**src/hdl/bps_pkg.sv**
```systemverilog
// Types and constants for the buzzer pattern sequencer.
`default_nettype none

package bps_pkg;

  localparam int FREQ_W  = 16;
  localparam int TICKS_W = 16;
  localparam int COUNT_W = 8;
  localparam int OP_W    = 3;
  localparam int IDX_W   = 3;
  // Elapsed counter: one bit past the tick registers is enough to saturate
  // above every reachable compare value.
  localparam int EL_W    = TICKS_W + 1;

  localparam logic [OP_W-1:0] OP_TICK    = 3'd0;
  localparam logic [OP_W-1:0] OP_ALARM   = 3'd1;
  localparam logic [OP_W-1:0] OP_BEEP    = 3'd2;
  localparam logic [OP_W-1:0] OP_CONFIRM = 3'd3;
  localparam logic [OP_W-1:0] OP_STOP    = 3'd4;
  localparam logic [OP_W-1:0] OP_MUTE    = 3'd5;
  localparam logic [OP_W-1:0] OP_UNMUTE  = 3'd6;

  localparam logic [IDX_W-1:0] REG_ENABLE    = 3'd0;
  localparam logic [IDX_W-1:0] REG_ALARM_ON  = 3'd1;
  localparam logic [IDX_W-1:0] REG_ALARM_OFF = 3'd2;
  localparam logic [IDX_W-1:0] REG_BEEP_ON   = 3'd3;
  localparam logic [IDX_W-1:0] REG_BEEP_OFF  = 3'd4;
  localparam logic [IDX_W-1:0] REG_CRIT_FREQ = 3'd5;
  localparam logic [IDX_W-1:0] REG_OK_FREQ   = 3'd6;
  localparam logic [IDX_W-1:0] REG_CONFIRM   = 3'd7;

  typedef struct packed {
    logic [OP_W-1:0]    opcode;
    logic [COUNT_W-1:0] beep_count;
    logic [FREQ_W-1:0]  beep_frequency;
  } in_req_t;

  typedef struct packed {
    logic              tone_active;
    logic [FREQ_W-1:0] tone_frequency;
    logic              alarm_active;
    logic              mute_status;
  } out_rsp_t;

  typedef struct packed {
    logic               buzzer_enable;
    logic [TICKS_W-1:0] alarm_on_ticks;
    logic [TICKS_W-1:0] alarm_off_ticks;
    logic [TICKS_W-1:0] beep_on_ticks;
    logic [TICKS_W-1:0] beep_off_ticks;
    logic [FREQ_W-1:0]  critical_frequency;
    logic [FREQ_W-1:0]  ok_frequency;
    logic [TICKS_W-1:0] confirm_ticks;
  } cfg_regs_t;

endpackage

`default_nettype wire

```
**src/hdl/bps_cfg.sv**
```systemverilog
// Configuration register file for the buzzer pattern sequencer.
`default_nettype none

module bps_cfg (
  input  wire logic                      clk,
  input  wire logic                      rst,
  input  wire logic                      cfg_we,
  input  wire logic [bps_pkg::IDX_W-1:0] cfg_index,
  input  wire logic [15:0]               cfg_data,
  output bps_pkg::cfg_regs_t             regs,
  output logic                           cfg_stop
);
  import bps_pkg::*;

  // Clearing the enable bit acts as a stop.
  assign cfg_stop = cfg_we && (cfg_index == REG_ENABLE) && !cfg_data[0];

  always_ff @(posedge clk) begin
    if (rst) begin
      regs.buzzer_enable      <= 1'b1;
      regs.alarm_on_ticks     <= 16'd200;
      regs.alarm_off_ticks    <= 16'd200;
      regs.beep_on_ticks      <= 16'd100;
      regs.beep_off_ticks     <= 16'd100;
      regs.critical_frequency <= 16'd2000;
      regs.ok_frequency       <= 16'd880;
      regs.confirm_ticks      <= 16'd200;
    end else if (cfg_we) begin
      case (cfg_index)
        REG_ENABLE:    regs.buzzer_enable      <= cfg_data[0];
        REG_ALARM_ON:  regs.alarm_on_ticks     <= cfg_data;
        REG_ALARM_OFF: regs.alarm_off_ticks    <= cfg_data;
        REG_BEEP_ON:   regs.beep_on_ticks      <= cfg_data;
        REG_BEEP_OFF:  regs.beep_off_ticks     <= cfg_data;
        REG_CRIT_FREQ: regs.critical_frequency <= cfg_data;
        REG_OK_FREQ:   regs.ok_frequency       <= cfg_data;
        REG_CONFIRM:   regs.confirm_ticks      <= cfg_data;
        default: ;
      endcase
    end
  end

endmodule

`default_nettype wire

```
**src/hdl/bps_seq.sv**
```systemverilog
// Sequencer state and single-pass next-state logic for ticks and commands.
`default_nettype none

module bps_seq (
  input  wire logic                clk,
  input  wire logic                rst,
  input  wire bps_pkg::cfg_regs_t  regs,
  input  wire logic                cfg_stop,
  input  wire logic                push,
  input  wire bps_pkg::in_req_t    req,
  output bps_pkg::out_rsp_t        rsp_next
);
  import bps_pkg::*;

  logic               muted_flag, muted_flag_next;
  logic               alarming_flag, alarming_flag_next;
  logic               phase_on, phase_on_next;
  logic [COUNT_W-1:0] beeps_left, beeps_left_next;
  logic [FREQ_W-1:0]  stored_freq, stored_freq_next;
  logic [EL_W-1:0]    phase_elapsed, phase_elapsed_next;
  logic [TICKS_W-1:0] confirm_left, confirm_left_next;
  logic               pin_on, pin_on_next;
  logic [FREQ_W-1:0]  pin_freq, pin_freq_next;

  logic               allowed;
  logic               changed;
  logic [EL_W-1:0]    el_inc;
  logic [COUNT_W-1:0] beeps_dec;

  assign allowed   = regs.buzzer_enable && !muted_flag;
  assign el_inc    = (&phase_elapsed) ? phase_elapsed : phase_elapsed + 1'b1;
  assign beeps_dec = beeps_left - 1'b1;

  always_comb begin
    muted_flag_next    = muted_flag;
    alarming_flag_next = alarming_flag;
    phase_on_next      = phase_on;
    beeps_left_next    = beeps_left;
    stored_freq_next   = stored_freq;
    phase_elapsed_next = phase_elapsed;
    confirm_left_next  = confirm_left;
    pin_on_next        = pin_on;
    pin_freq_next      = pin_freq;
    changed            = 1'b0;

    if (cfg_stop) begin
      alarming_flag_next = 1'b0;
      beeps_left_next    = '0;
      phase_on_next      = 1'b0;
      pin_on_next        = 1'b0;
      pin_freq_next      = '0;
      confirm_left_next  = '0;
    end else if (push) begin
      case (req.opcode)
        OP_TICK: begin
          phase_elapsed_next = el_inc;
          if (alarming_flag) begin
            if (phase_on && (el_inc >= {1'b0, regs.alarm_on_ticks})) begin
              pin_on_next        = 1'b0;
              pin_freq_next      = '0;
              phase_on_next      = 1'b0;
              phase_elapsed_next = '0;
              changed            = 1'b1;
            end else if (!phase_on && (el_inc >= {1'b0, regs.alarm_off_ticks})) begin
              pin_on_next        = 1'b1;
              pin_freq_next      = regs.critical_frequency;
              phase_on_next      = 1'b1;
              phase_elapsed_next = '0;
              changed            = 1'b1;
            end
          end else if (beeps_left != '0) begin
            if (phase_on && (el_inc >= {1'b0, regs.beep_on_ticks})) begin
              pin_on_next        = 1'b0;
              pin_freq_next      = '0;
              phase_on_next      = 1'b0;
              phase_elapsed_next = '0;
              changed            = 1'b1;
            end else if (!phase_on && (el_inc >= {1'b0, regs.beep_off_ticks})) begin
              beeps_left_next = beeps_dec;
              // start the next tone unless the run is done
              if (beeps_dec != '0) begin
                pin_on_next        = 1'b1;
                pin_freq_next      = stored_freq;
                phase_on_next      = 1'b1;
                phase_elapsed_next = '0;
                changed            = 1'b1;
              end
            end
          end
          // a pin change cancels the confirm tone; otherwise count it down
          if (changed) begin
            confirm_left_next = '0;
          end else if (confirm_left != '0) begin
            confirm_left_next = confirm_left - 1'b1;
            if (confirm_left == 16'd1) begin
              pin_on_next   = 1'b0;
              pin_freq_next = '0;
            end
          end
        end
        OP_ALARM: begin
          if (allowed) begin
            alarming_flag_next = 1'b1;
            phase_on_next      = 1'b1;
            phase_elapsed_next = '0;
            pin_on_next        = 1'b1;
            pin_freq_next      = regs.critical_frequency;
            confirm_left_next  = '0;
          end
        end
        OP_BEEP: begin
          if (allowed && !alarming_flag) begin
            beeps_left_next    = req.beep_count;
            stored_freq_next   = req.beep_frequency;
            phase_on_next      = 1'b1;
            phase_elapsed_next = '0;
            pin_on_next        = 1'b1;
            pin_freq_next      = req.beep_frequency;
            confirm_left_next  = '0;
          end
        end
        OP_CONFIRM: begin
          if (allowed) begin
            pin_on_next       = 1'b1;
            pin_freq_next     = regs.ok_frequency;
            confirm_left_next = regs.confirm_ticks;
          end
        end
        OP_STOP, OP_MUTE: begin
          if (req.opcode == OP_MUTE) begin
            muted_flag_next = 1'b1;
          end
          alarming_flag_next = 1'b0;
          beeps_left_next    = '0;
          phase_on_next      = 1'b0;
          pin_on_next        = 1'b0;
          pin_freq_next      = '0;
          confirm_left_next  = '0;
        end
        OP_UNMUTE: begin
          muted_flag_next = 1'b0;
        end
        default: ;
      endcase
    end
  end

  always_comb begin
    rsp_next.tone_active    = pin_on_next;
    rsp_next.tone_frequency = pin_on_next ? pin_freq_next : '0;
    rsp_next.alarm_active   = alarming_flag_next;
    rsp_next.mute_status    = muted_flag_next;
  end

  always_ff @(posedge clk) begin
    if (rst) begin
      muted_flag    <= 1'b0;
      alarming_flag <= 1'b0;
      phase_on      <= 1'b0;
      beeps_left    <= '0;
      stored_freq   <= '0;
      phase_elapsed <= '0;
      confirm_left  <= '0;
      pin_on        <= 1'b0;
      pin_freq      <= '0;
    end else begin
      muted_flag    <= muted_flag_next;
      alarming_flag <= alarming_flag_next;
      phase_on      <= phase_on_next;
      beeps_left    <= beeps_left_next;
      stored_freq   <= stored_freq_next;
      phase_elapsed <= phase_elapsed_next;
      confirm_left  <= confirm_left_next;
      pin_on        <= pin_on_next;
      pin_freq      <= pin_freq_next;
    end
  end

endmodule

`default_nettype wire

```
**src/hdl/bps_out_buf.sv**
```systemverilog
// Two-entry result buffer between the sequencer and the output channel.
`default_nettype none

module bps_out_buf (
  input  wire logic               clk,
  input  wire logic               rst,
  input  wire logic               push,
  input  wire bps_pkg::out_rsp_t  push_data,
  output logic                    full,
  output logic                    out_valid,
  input  wire logic               out_ready,
  output bps_pkg::out_rsp_t       out_rsp
);
  import bps_pkg::*;

  out_rsp_t    entry [2];
  logic        wr_ptr;
  logic        rd_ptr;
  logic [1:0]  count;
  logic        pop;

  assign full      = (count == 2'd2);
  assign out_valid = (count != 2'd0);
  assign out_rsp   = entry[rd_ptr];
  assign pop       = out_valid && out_ready;

  always_ff @(posedge clk) begin
    if (push) begin
      entry[wr_ptr] <= push_data;
    end
  end

  always_ff @(posedge clk) begin
    if (rst) begin
      wr_ptr <= 1'b0;
      rd_ptr <= 1'b0;
      count  <= 2'd0;
    end else begin
      if (push) begin
        wr_ptr <= ~wr_ptr;
      end
      if (pop) begin
        rd_ptr <= ~rd_ptr;
      end
      case ({push, pop})
        2'b10:   count <= count + 2'd1;
        2'b01:   count <= count - 2'd1;
        default: count <= count;
      endcase
    end
  end

endmodule

`default_nettype wire

```
**src/hdl/buzzer_pattern_sequencer_top.sv**
```systemverilog
// Top level of the buzzer pattern sequencer.
//
//   channel   direction  handshake             payload
//   in        request    in_valid / in_ready   in_req  (opcode, beep_count, beep_frequency)
//   out       result     out_valid / out_ready out_rsp (tone, frequency, alarm, mute)
//   cfg       write      cfg_we                cfg_index, cfg_data
//
// One request per cycle while in_ready is high; its result enters the result buffer on the cycle after acceptance.
// Every request, tick or command, yields exactly one result.
// A two-entry result buffer keeps in_ready high while one result waits;
// in_ready drops only when both entries are held.
// Synchronous reset restores the register defaults and clears all state.
`default_nettype none

module buzzer_pattern_sequencer_top (
  input  wire logic                      clk,
  input  wire logic                      rst,
  input  wire logic                      in_valid,
  output logic                           in_ready,
  input  wire bps_pkg::in_req_t          in_req,
  output logic                           out_valid,
  input  wire logic                      out_ready,
  output bps_pkg::out_rsp_t              out_rsp,
  input  wire logic                      cfg_we,
  input  wire logic [bps_pkg::IDX_W-1:0] cfg_index,
  input  wire logic [15:0]               cfg_data
);
  import bps_pkg::*;

  cfg_regs_t regs;
  logic      cfg_stop;
  logic      push;
  logic      full;
  out_rsp_t  rsp_next;

  assign in_ready = !full;
  assign push     = in_valid && in_ready;

  bps_cfg u_cfg (
    .clk       (clk),
    .rst       (rst),
    .cfg_we    (cfg_we),
    .cfg_index (cfg_index),
    .cfg_data  (cfg_data),
    .regs      (regs),
    .cfg_stop  (cfg_stop)
  );

  bps_seq u_seq (
    .clk      (clk),
    .rst      (rst),
    .regs     (regs),
    .cfg_stop (cfg_stop),
    .push     (push),
    .req      (in_req),
    .rsp_next (rsp_next)
  );

  bps_out_buf u_out (
    .clk       (clk),
    .rst       (rst),
    .push      (push),
    .push_data (rsp_next),
    .full      (full),
    .out_valid (out_valid),
    .out_ready (out_ready),
    .out_rsp   (out_rsp)
  );

endmodule

`default_nettype wire

```
**config.mk**
```make
export PLATFORM = sky130hd
export DESIGN_NAME = buzzer_pattern_sequencer_top
export DESIGN_NICKNAME = d
export VERILOG_FILES = /design/src/hdl/bps_pkg.sv /design/src/hdl/bps_cfg.sv /design/src/hdl/bps_seq.sv /design/src/hdl/bps_out_buf.sv /design/src/hdl/buzzer_pattern_sequencer_top.sv
export SDC_FILE = /design/constraint.sdc
export NUM_CORES = 1
export LEC_CHECK = 0
export BUFFER_PORTS_ARGS = -buffer_cell sky130_fd_sc_hd__buf_2
export CORE_MARGIN = 3
export CORE_UTILIZATION = 41
export DETAILED_ROUTE_END_ITERATION = 6
export MAX_ROUTING_LAYER = met4
export PLACE_DENSITY_LB_ADDON = 0.15
export SETUP_SLACK_MARGIN = 0.02
export SYNTH_ARGS = -nofsm -noshare
export SYNTH_HDL_FRONTEND = slang
export SYNTH_HIERARCHICAL = 1
export SYNTH_SLANG_ARGS = --single-unit
```
**constraint.sdc**
```tcl
create_clock -name clk -period 9.8 [get_ports clk]
set_input_delay 1.47 -clock clk [delete_from_list [all_inputs] [get_ports clk]]
set_output_delay 1.47 -clock clk [all_outputs]
set_load 0.02 [all_outputs]
```
# After elaboration in Yosys (flattened, before gate mapping)
# Memories as Yosys holds them, arrays and structs flattened. A register that Yosys moved wholly into a read port is not among the register bits.
# Index checks and enable logic that the tools add are counted.
[op_classes]
n_eq_ne = 29
mux = 88
n_bitwise = 3
order_cmp = 4
n_reduce_logical = 43
addsub = 5
[op_table]
columns = ["cell", "n"]
rows = [
  ["$mux 16", 21],
  ["$mux 17", 10],
  ["$pmux 16 s5", 2],
  ["$ge 17x16->1", 4],
  ["$pmux 17 s3", 1],
  ["$mux 1", 43],
  ["$mux 8", 5],
  ["$pmux 8 s3", 1],
  ["$eq 3x3->1 const B", 7],
  ["$add 17x1->17 const B", 1],
  ["$reduce_and 17->1", 1],
  ["$eq 16x1->1 const B", 1],
  ["$reduce_and 2->1", 8],
  ["$reduce_bool 16->1", 1],
  ["$reduce_bool 8->1", 2],
  ["$sub 16x1->16 const B", 1],
  ["$eq 3x2->1 const B", 4],
  ["$logic_and 1x1->1", 10],
  ["$ne 2x1->1 const B", 5],
  ["$ne 4x1->1 const B", 2],
  ["$pmux 1 s4", 2],
  ["$reduce_and 8->1", 1],
  ["$sub 8x1->8 const B", 1],
  ["$reduce_and 7->1", 1],
  ["21 further kinds", 37],
]
[word_totals]
n_memories = 1
ram_bits = 38
out_inout_bits = 21
inputBits = 51
elab_cells = 193
register_bits = 194
[mem_list]
columns = ["name", "depth", "word_bits", "rd", "rd_ports_with_merged_regs", "write_ports", "line_no", "source"]
rows = [
  ["u_out.entry", 2, 19, 1, 1, 1, "bps_out_buf.sv:16", "out_rsp_t entry [2];"],
]

# Logic depth before layout (Yosys ltp)
[depth]
ltp_word = 16
depth_mapped = 20
ltp_nobuf = 18

# Hierarchy
# Netlist, hierarchy kept.
[modules_own_cells]
columns = ["module", "instances", "area_per_inst_um2", "cells_each", "seq_area_each_um2"]
rows = [
  ["bps_seq", 1, 6906.6, 947, 1541.5],
  ["bps_cfg", 1, 4541.9, 408, 2262.2],
  ["bps_out_buf", 1, 1582.8, 82, 1241.2],
  ["buzzer_pattern_sequencer_top", 1, 10.0, 2, 0.0],
]

# Worst setup path before layout
# No wires, ideal clock.
[synth_path]
kind = "reg-to-reg"
startpoint = "register u_seq.phase_elapsed[0]"
endpoint = "memory u_out/entry[0][18] (netlist name), data pin"
setup_time_ns = 0.252
path_stages_with_launch = 20
arrival_ns = 4.544
synth_period_minus_slack_ns = 4.796
required_time_ns = 9.548
path_buffers = 2
setup_slack_ns = 5.004
cell_sequence = "dfxtp_1 ha_1 and4_1 nand2_1 o211a_1 nand3_1 or4_1 xnor2_1 ha_1 a21boi_1 o21ai_1 a2111oi_0 o211a_1 o22ai_2 o211ai_2 a41oi_4 a311oi_4 buf_6 inv_2 buf_4"
[synth_between]
elab_chain_len = 15
word_cells_on_any_way = 32
cone_classes = "add/sub (1); order compare (4); mux (22); reduce/logical (5)"
[synth_lines]
columns = ["element", "line_no", "source"]
rows = [
  ["start, declared", "bps_seq.sv:20", "logic [EL_W-1:0] phase_elapsed, phase_elapsed_next;"],
  ["start signal, assigned", "bps_seq.sv:172", "phase_elapsed <= phase_elapsed_next;"],
  ["$add 17x1->17 / $reduce_and 17->1 (equally long branches)", "bps_seq.sv:31", "assign el_inc = (&phase_elapsed) ? phase_elapsed : phase_elapsed + 1'b1;"],
  ["$mux 17 *", "bps_seq.sv:31", ""],
  ["$ge 17x16->1", "bps_seq.sv:78", "end else if (!phase_on && (el_inc >= {1'b0, regs.beep_off_ticks})) begin"],
  ["$logic_and 1x1->1", "bps_seq.sv:78", ""],
  ["$mux 1", "bps_seq.sv:78", ""],
  ["$mux 1", "bps_seq.sv:72", "if (phase_on && (el_inc >= {1'b0, regs.beep_on_ticks})) begin"],
  ["$mux 1", "bps_seq.sv:71", "end else if (beeps_left != '0) begin"],
  ["$mux 1", "bps_seq.sv:57", "if (alarming_flag) begin"],
  ["$mux 1", "bps_seq.sv:54", "case (req.opcode)"],
  ["$mux 1", "bps_seq.sv:53", "end else if (push) begin"],
  ["$mux 1", "bps_seq.sv:46", "if (cfg_stop) begin"],
  ["$mux 1 *", "bps_seq.sv:91", "if (changed) begin"],
  ["$pmux 1 s4 *", "bps_seq.sv:54", ""],
  ["$mux 1 *", "bps_seq.sv:53", ""],
  ["$mux 1 *", "bps_seq.sv:46", ""],
  ["named net u_seq.pin_on_next", "bps_seq.sv:22", "logic pin_on, pin_on_next;"],
  ["end, declared", "bps_out_buf.sv:16", ""],
]
# The timed path passes the listed nets; every way through them passes the cells marked *. The select of a mux whose other input is x is not followed.

==> results.sh <==
export IMPL_outcome="complete, but fails checks"
export IMPL_failed_checks="DRC"
export IMPL_wl_mm=36.3
export IMPL_worstSetupPathType="reg -> reg"
export IMPL_clockPowerShare_pct=38.8
export IMPL_rr_endpoint="u_out/entry[0][11]"
export IMPL_die_area_sq_um=34000
export IMPL_ys_ff_latch=233
export IMPL_reg2reg_from="u_seq/phase_elapsed[0]"
export IMPL_relSlewSlack_pct=21.4
export IMPL_synth_top_family_by_area="simple AND/OR/NAND/NOR gates"
export IMPL_drc=1
export IMPL_syn_inst=1439
export IMPL_die_w_um=184
export IMPL_hp_start="u_seq/stored_freq[14]"
export IMPL_async_flop_share_pct=0
export IMPL_place_hpwl_mm=25.8
export IMPL_synth_compound_area_share_pct=15.5
export IMPL_drv_slew=0
export IMPL_slowest_stage="a311oi_4"
export IMPL_synth_top_cell_by_area="dfxtp_1"
export IMPL_synth_edf_count=38
export IMPL_antenna_cells=0
export IMPL_vias_per_cell=5.63
export IMPL_reg2reg_slack_ns=3.35
export IMPL_worst_path_buf_inv=0
export IMPL_cts_sinks=233
export IMPL_crit_chain="ha_1, and4_1, nand2_1, o211a_1, nand3_1, or4_1, xnor2_1, ha_1, a21bo_1, a21oi_1, o21ai_1, a311oi_1, o211ai_1, o211ai_2, a41oi_4, a311oi_4, nor3_1"
export IMPL_drt_iter0_markers=892
export IMPL_final_nets=1583
export IMPL_slowest_delay_ns=1.07
export IMPL_fin_crit_sh_pct=65.8
export IMPL_vias=10600
export IMPL_clk_pin_slew_ns=0.06
export IMPL_path_max_fanout=18
export IMPL_rsz0062_at_grt="no"
export IMPL_cp_end_kind="flip-flop"
export IMPL_postCtsHoldBufs=0
export IMPL_ant_nets=0
export IMPL_crit_path_frequent_cell="ha_1"
export IMPL_vdd_drop_max_mv=0.126
export IMPL_syn_to_final_growth_pct=10.9
export IMPL_critPathTopFamily="compound AO/OA/AOI/OAI gates"
export IMPL_synth_xor_area_share_pct=1.61
export IMPL_clock_latency_ns=0.54
export IMPL_holdPathEnd="u_seq/stored_freq[14]"
export IMPL_grt_pass1_wl_mm=56.2
export IMPL_cts_buffer_depth=3
export IMPL_ios=72
export IMPL_p_switching_w=0.000812
export IMPL_synth_seq_area_share_pct=38.7
export IMPL_p_comb_share_pct=20.6
export IMPL_netlist_area_leader_share_pct=29.9
export IMPL_timing_final_hold_violations=0
export IMPL_setup_tns_ns=0
export IMPL_cp_arrival_ns=6.68
export IMPL_max_freq_mhz=155
export IMPL_powerDensity_nw_per_um2=189
export IMPL_avgRoutedWirePerCell_um=19.3
export IMPL_synth_area_top_cells="dfxtp_1 (30%), edfxtp_1 (8.7%), mux2i_1 (8.7%), ha_1 (6.7%), nand2b_1 (5.1%)"
export IMPL_drtPass1Iterations=7
export IMPL_cp_required_ns=10.03
export IMPL_worstMarginPinSlew_ns=1.17
export IMPL_synthMuxAreaShare_pct=10.7
export IMPL_die_y_um=184
export IMPL_synth_area_sq_um=13000
export IMPL_skew_ns=0.0141
export IMPL_grt_pass1_vias=9855
export IMPL_cts_buffers_inserted=28
export IMPL_grt_overflow_total=0
export IMPL_power_leakage_nw=6.14
export IMPL_cts_setup_buffers=0
export IMPL_drive_gt1_share_pct=12.7
export IMPL_initial_core_util_pct=42.1
export IMPL_syn_num_nets=1560
export IMPL_p_int_w=0.00192
export IMPL_synthDistinctLibCells=85
export IMPL_crit_path_start_kind="flip-flop"
export IMPL_synth_top_flop_cell="dfxtp_1"
export IMPL_portBuffers=71
export IMPL_grt_usage_pct=21.4
export IMPL_swShare_pct=29.7
export IMPL_postCtsResizedCells=0
export IMPL_syn_avg_cell_area_sq_um=9.06
export IMPL_clockRootBuffer="clkbuf_16"
export IMPL_synthAdderAreaFrac_pct=6.72
export IMPL_grt_max_degree=92
export IMPL_cts_max_level=1
export IMPL_antenna_found_initial=0
export IMPL_r2r_cells=17
export IMPL_yosys_area_share_simple_pct=20.7
export IMPL_yosysWarningCount=6
export IMPL_setup_viol=0
export IMPL_min_period_ns=6.45
export IMPL_min_path_cells=2
export IMPL_total_power_w=0.00274
export IMPL_max_cap_viol_count=0
export IMPL_cts_tree="built"
export IMPL_gp_congestion=0.870
export IMPL_holdCritPathClass="reg -> reg"
export IMPL_rows=64
export IMPL_core_area_sq_um=31000
export IMPL_seq_power_share_pct=40.5
-- sequential cells by signal, summed over array words and instances (netlist names), named ones only --
register	cells
u_seq/alarming_flag	1
u_out/count	2
u_seq/beeps_left	8
u_seq/stored_freq	16
u_out/wr_ptr	1
u_seq/muted_flag	1
u_out/entry	38
u_seq/pin_freq	16
u_seq/phase_elapsed	17
u_out/rd_ptr	1
u_seq/pin_on	1
u_seq/confirm_left	16
u_cfg/regs	113
u_seq/phase_on	1
-- synth_stat cells (all sizes together), types with 6 or more instances --
cell and n:
a211oi 11, a21o 12, a21oi 68, a221o 16
a222oi 11, a22oi 34, a31oi 11, and2 12
buf 38, clkbuf 53, dfxtp 195, edfxtp 38
ha 70, inv 76, mux2 24, mux2i 113
nand2 117, nand2b 106, nand3 27, nand4 14
nor2 150, nor2b 8, nor3 36, nor4 10
o211ai 11, o21a 15, o21ai 43, o22ai 9
o31a 6, xnor2 16, xor2 8
-- worst min-delay path, delay by kind of cell, from the launching register on --
kind	cells	cell delay, ns
simple gates	1	0.05
compound gates	1	0.05
flops	1	0.31
-- logic make-up (layout without fill, tap and decap cells) --
kind of cell | after synthesis | in the layout
flip-flops | 233 | 233
adder cells (fa/ha/maj) | 70 | 70
multiplexers | 137 | 137
AO/OA/AOI/OAI | 284 | 284
buffers and inverters | 167 | 211
AND/OR/NAND/NOR | 524 | 524
XOR/XNOR | 24 | 24
-- layer usage --
metal | global-route usage [%] | up-vias | part of all wire (%)
li1 | - | 5170 | -
met1 | 30.3 | 5008 | 48
met2 | 32.7 | 342 | 44
met3 | 2.86 | 51 | 6.0
met4 | 5.17 | 0 | 2.3
met5 | - | - | 0
-- cell usage in the layout, fill, tap and decap left out, types with 10 or more instances in the layout --
| master | n |
|---|---|
| nor3_1 | 32 |
| nand3_1 | 27 |
| a31oi_1 | 11 |
| a21o_1 | 12 |
| edfxtp_1 | 38 |
| and2_1 | 11 |
| mux2_2 | 24 |
| o211ai_1 | 10 |
| xnor2_1 | 16 |
| clkbuf_16 | 29 |
| a22oi_1 | 34 |
| o21a_1 | 15 |
| ha_1 | 70 |
| o21ai_0 | 36 |
| nor2_1 | 143 |
| dfxtp_1 | 195 |
| buf_4 | 14 |
| nand2_1 | 117 |
| inv_1 | 75 |
| nor4_1 | 10 |
| a211oi_1 | 10 |
| mux2i_1 | 113 |
| nand2b_1 | 106 |
| nand4_1 | 13 |
| a222oi_1 | 11 |
| a221o_1 | 16 |
| buf_2 | 70 |
| a21oi_1 | 68 |
-- worst max-delay path by stage --
stage          slack (ns)            endpoint  depth (start not counted)                    from
2_1_floorplan        5.00  u_out/entry[0][18]                         19  u_seq/phase_elapsed[0]
3_5_place_dp         3.36  u_out/entry[1][11]                         17  u_seq/phase_elapsed[0]
4_1_cts              3.36  u_out/entry[0][11]                         17  u_seq/phase_elapsed[0]
3_3_place_gp         3.46  u_out/entry[0][13]                         17  u_seq/phase_elapsed[0]
6_report             3.35  u_out/entry[0][11]                         17  u_seq/phase_elapsed[0]
5_1_grt              2.86  u_out/entry[1][11]                         17  u_seq/phase_elapsed[0]
-- through the flow --
step | util [%] | setup WS (ns) | instances | area [sq um] | hold WS, ns
6_report | 46.7 | 3.35 | 1879 | 14500 | 0.457
5_1_grt | 46.7 | 2.86 | 1879 | 14500 | 0.473
4_1_cts | 46.7 | 3.36 | 1879 | 14500 | 0.458
3_5_place_dp | 43.6 | 3.36 | 1828 | 13500 | 0.449
3_3_place_gp | 43.6 | 3.46 | 1828 | 13500 | 0.445
2_1_floorplan | - | 5.00 | 1439 | 13000 | 0.436
-- power by group through the flow --
| stage | clock, W | sequential, W | combinational, W |
|---|---|---|---|
| final | 0.00106 | 0.00111 | 0.000564 |
| after global routing | 0.00113 | 0.00112 | 0.000620 |
| after CTS | 0.00109 | 0.00111 | 0.000563 |
| after detailed placement | 0 | 0.00113 | 0.000560 |
| after global placement | 0 | 0.00113 | 0.000559 |
| after floorplan | 0 | 0.00110 | 0.000434 |
-- area by class of cell --
cell class	count	area [sq um]
clock buffer	42	825
clock inverter	9	129
fill	2985	16500
inverter	76	285
multi-input combinational	1039	7230
sequential	233	5040
tap	396	495
timing repair buffer	84	455
(Power assumes the default switching activity.)
